### config.mk
export PLATFORM = sky130hd
export DESIGN_NAME = bmf_div_cell
export DESIGN_NICKNAME = d
export VERILOG_FILES = /design/src/design/bmf_pkg.sv /design/src/design/bmf_div_cell.sv
export SDC_FILE = /design/constraint.sdc
export NUM_CORES = 1
export LEC_CHECK = 0
export ABC_AREA = 1
export BUFFER_PORTS_ARGS = -buffer_cell sky130_fd_sc_hd__buf_2
export CAP_MARGIN = 0
export CORE_MARGIN = 2
export CORE_UTILIZATION = 35
export CTS_BUF_LIST = sky130_fd_sc_hd__clkbuf_16
export DETAILED_ROUTE_END_ITERATION = 8
export PLACE_DENSITY = 0.6
export SYNTH_ARGS = -nofsm -noshare
export SYNTH_HDL_FRONTEND = slang
export SYNTH_SLANG_ARGS = --single-unit
### constraint.sdc
create_clock -name clk -period 0.8 [get_ports clk]
set_input_delay 0.08 -clock clk [delete_from_list [all_inputs] [get_ports clk]]
set_output_delay 0.08 -clock clk [all_outputs]
set_load 0.1 [all_outputs]
### src/design/bmf_pkg.sv
// Package for the box mean filter: sizes, register indexes, sequencer states and
// the record that one divider cell passes to the next.
// Depends on nothing; every other design file uses it.
package bmf_pkg;

    localparam int MAX_WIN    = 9;
    localparam int MAX_WIDTH  = 1024;
    localparam int MAX_HEIGHT = 1024;
    localparam int RING_ROWS  = 2 * MAX_WIN;
    localparam int COL_W      = $clog2(MAX_WIDTH);
    localparam int ROW_W      = $clog2(MAX_HEIGHT);
    localparam int RING_W     = $clog2(RING_ROWS);
    localparam int MEM_DEPTH  = RING_ROWS * MAX_WIDTH;
    localparam int ADDR_W     = RING_W + COL_W;
    localparam int QUOT_W     = 8;
    localparam int REM_W      = 17;
    localparam int ACC_W      = 15;

    localparam logic [1:0] REG_WIN_SIZE     = 2'd0;
    localparam logic [1:0] REG_IMAGE_WIDTH  = 2'd1;
    localparam logic [1:0] REG_IMAGE_HEIGHT = 2'd2;

    typedef enum logic [2:0] {
        ST_IDLE,
        ST_CHECK,
        ST_SUM,
        ST_LAST,
        ST_ISSUE,
        ST_DIV,
        ST_HOLD
    } state_t;

    typedef struct packed {
        logic              valid;
        logic              eof;
        logic [REM_W-1:0]  rem;
        logic [REM_W-1:0]  dvs;
        logic [QUOT_W-1:0] quot;
    } div_beat_t;

endpackage

### src/design/bmf_div_cell.sv
// One cell of the divider chain: settles one quotient bit per beat.
// Depends on bmf_pkg.
module bmf_div_cell (
    input  logic              clk,
    input  logic              rst_n,
    input  bmf_pkg::div_beat_t beat_in,
    output bmf_pkg::div_beat_t beat_out
);

    logic               valid_reg;
    bmf_pkg::div_beat_t data_reg;
    bmf_pkg::div_beat_t data_next;
    logic               fits;

    always_comb
    begin
        fits           = beat_in.rem >= beat_in.dvs;
        data_next      = beat_in;
        data_next.rem  = fits ? beat_in.rem - beat_in.dvs : beat_in.rem;
        data_next.dvs  = beat_in.dvs >> 1;
        data_next.quot = {beat_in.quot[bmf_pkg::QUOT_W-2:0], fits};
    end

    always_ff @(posedge clk or negedge rst_n)
    begin
        if (!rst_n)
            valid_reg <= 1'b0;
        else
            valid_reg <= beat_in.valid;
    end

    always_ff @(posedge clk)
    begin
        data_reg <= data_next;
    end

    always_comb
    begin
        beat_out       = data_reg;
        beat_out.valid = valid_reg;
    end

endmodule
==> flow_metrics.py <==
metrics = {
    "placed_design": {
        "gp_congestion": 0.8758,
        "place_inst": 563,
        "placed_cell_area_sq_um": 4295,
        "dpl_worst_slack_ps": -866.6,
        "port_buffers": 87,
        "dp_hpwl_um": 5874,
    },
    "floorplan": {
        "initial_utilization_pct": 35.81,
        "row_count": 30,
        "core_sq_um": 6756,
        "ios": 90,
        "die_w_um": 87.15,
        "dieArea_sq_um": 7595,
        "die_h_um": 87.15,
    },
    "synth": {
        "ys_types": 29,
        "ys_seq_elements": 43,
        "synth_warnings": 0,
        "synthCells": 348,
        "synth_area_sq_um": 2420,
        "avgSynthCellArea_sq_um": 6.954,
        "mappedNetlistNets": 412,
        "yosysSeqAreaShare_pct": 35.78,
    },
    "global_route": {
        "antenna_found_initial": 0,
        "busiest_layer": "met2",
        "grt-ovfl-total": 0,
        "track_usage_pct": 22.07,
        "grt_util_met1_pct": 26.73,
        "grt_pass1_vias": 2954,
        "gr-usage-met2_pct": 38.38,
        "grt_util_met3_pct": 4.550,
        "grt_max_degree": 18,
        "grt_pass1_wl_um": 13210,
    },
    "worst_setup_path": {
        "worst-path-max-fanout": 5,
        "crit_slowest_cell": "ha_4",
        "required_ps": 980,
        "path_cells": "buf_2 -> ha_4 -> a21oi_4 -> inv_1 -> nand3_2 -> nand3b_4 -> nor2_4 -> nand2_4 -> clkbuf_16 -> nand2_2 -> nand2_1",
        "crit_type": "in -> reg",
        "end_kind": "flop",
        "critPathMaxStageDelay_ps": 270,
        "worstPathArrival_ps": 1420,
        "cp-start-kind": "input pin",
    },
    "timing": {
        "fin_crit_sh_pct": 155.4,
        "finalMaxSlewViolations": 0,
        "worst_slack_ps": -443.2,
        "hold_slack_ps": 32.68,
        "rsz0062_at_grt": "true",
        "fin_crit_ps": 1243,
        "max_freq_mhz": 804.4,
        "setup_viol": 61,
        "hold_viol": 0,
        "tns_ps": -10580,
    },
    "layout": {
        "postLayoutCellArea_sq_um": 5167,
        "postLayoutCoreUtil_pct": 76.48,
        "finalNonFillerCells": 608,
        "finalNetCount": 591,
        "area_growth_pct": 113.5,
        "drive_above_1_share_pct": 61.93,
        "largest_register_ffs": 42,
        "diodes": 0,
    },
    "clock_tree": {
        "cts.clk_slew.worst_paths_ps": 70,
        "htree_levels": 2,
        "cts_root_buf": "clkbuf_16",
        "cts_tree": "built",
        "numCtsBuffers": 5,
        "clk_path_buf_depth": 2,
        "clock-sinks": 43,
    },
    "hold_path": {
        "min_path_type": "in -> reg",
    },
    "pwr": {
        "power.total_mw": 10.00,
        "ir_drop_uv": 1165,
        "powerDensity_nw_per_um2": 1936,
        "leakagePower_nw": 2.614,
    },
    "status": {
        "status": "finished, violations left",
        "violations": "setup timing",
    },
    "detailed_routing": {
        "post_drt_wl_per_cell_um": 13.13,
        "ant_nets": 0,
        "vias": 2747,
        "vias_per_cell": 4.518,
        "routed_wl_um": 7980,
        "first_pass_iters": 4,
        "drtIter0Drc": 44,
        "drc_errors": 0,
    },
    "flow_run": {
        "cap_violations": 0,
    },
}
[layer usage]
layer / up-vias / routed length, um
met5: - / 0
met4: 0 / 193
met3: 17 / 350
met2: 87 / 4021
met1: 1234 / 3415
li1: 1409 / -
[worst paths after layout]
path / endpoint / from / slack, ps / cells past startpoint
setup / recovery: beat_out[29]$_DFF_P_ / beat_in[39] / -440 / 11
hold / removal: beat_out[8]$_DFF_P_ / beat_in[9] / 30 / 2
max in group asynchronous: valid_reg$_DFF_PN0_ / rst_n / 620 / 2
min in group asynchronous: valid_reg$_DFF_PN0_ / rst_n / 100 / 2
[cell families after synthesis]
group / synth area share [%]
buffers and inverters: 12.72
AND/OR/NAND/NOR: 36.76
flip-flops: 35.78
other: 0.1550
XOR/XNOR: 2.534
adder cells (fa/ha/maj): 9.617
AO/OA/AOI/OAI: 2.430
[synthesized netlist by cell type]
cell type,count,area share [%]
nor2_1,7,1.1
and3_1,1,0.26
dfrtp_1,1,1.0
dfxtp_1,42,35
nand2_2,11,2.8
or2_2,1,0.26
nor3_4,1,0.67
nand2_4,1,0.47
o21ai_2,1,0.36
and2_1,2,0.52
buf_12,1,0.83
nand3_4,1,0.72
xnor2_1,2,0.72
nand4_1,4,1.0
a21oi_1,10,2.1
nand2_1,124,19
nor3_1,1,0.21
nand3_1,31,6.4
ha_1,17,8.8
conb_1,1,0.15
buf_4,3,0.93
nand3_2,2,0.83
xor2_1,5,1.8
inv_1,68,11
nor2_2,5,1.3
nor2_4,1,0.47
nand3b_2,1,0.47
fa_1,1,0.83
buf_2,2,0.41
[power breakdown]
| part | switching, mW | internal, mW | total, mW |
|---|---|---|---|
| combinational | 3.01 | 2.09 | 5.10 |
| sequential | 0.185 | 2.43 | 2.61 |
| clock | 0.836 | 1.46 | 2.29 |
| total | 4.03 | 5.98 | 10.0 |
[layout make-up]
type | count | area (sq um)
Clock buffer | 5 | 125.1
Clock inverter | 3 | 38.79
Fill cell | 489 | 1589
Inverter | 68 | 270.3
Multi-Input combinational cell | 231 | 1752
Sequential cell | 43 | 918.4
Tap cell | 80 | 100.1
Timing Repair Buffer | 178 | 1963
[worst max-delay path, delay by kind of cell]
kind / cells / cell delay [ps]
simple gates: 6 / 550
buf+inv: 3 / 370
fa+ha+maj: 1 / 270
compound gates: 1 / 150
[what timing repair did]
item,CTS,global route
endpoints found under the hold margin,25,1
hold buffers,24,1
gates cloned,0,1
pin swaps,14,18
setup buffers,8,3
gates resized for setup,70,36
endpoints found under the setup margin,61,61
[cells in the final DEF (no fill, tap or decap), types with 5 or more instances in the layout]
master | netlist | layout
nand2_4 | 1 | 12
clkbuf_16 | 0 | 6
inv_1 | 68 | 48
nand2_2 | 11 | 44
nand2_1 | 124 | 80
nor2_2 | 5 | 5
nand3_2 | 2 | 7
buf_6 | 0 | 9
dlygate4sd3_1 | 0 | 25
ha_4 | 0 | 17
dfxtp_2 | 0 | 42
nand3_1 | 31 | 24
buf_4 | 3 | 58
buf_12 | 1 | 47
a21oi_2 | 0 | 6
inv_2 | 0 | 18
buf_2 | 2 | 36
(Power assumes the default switching activity.)
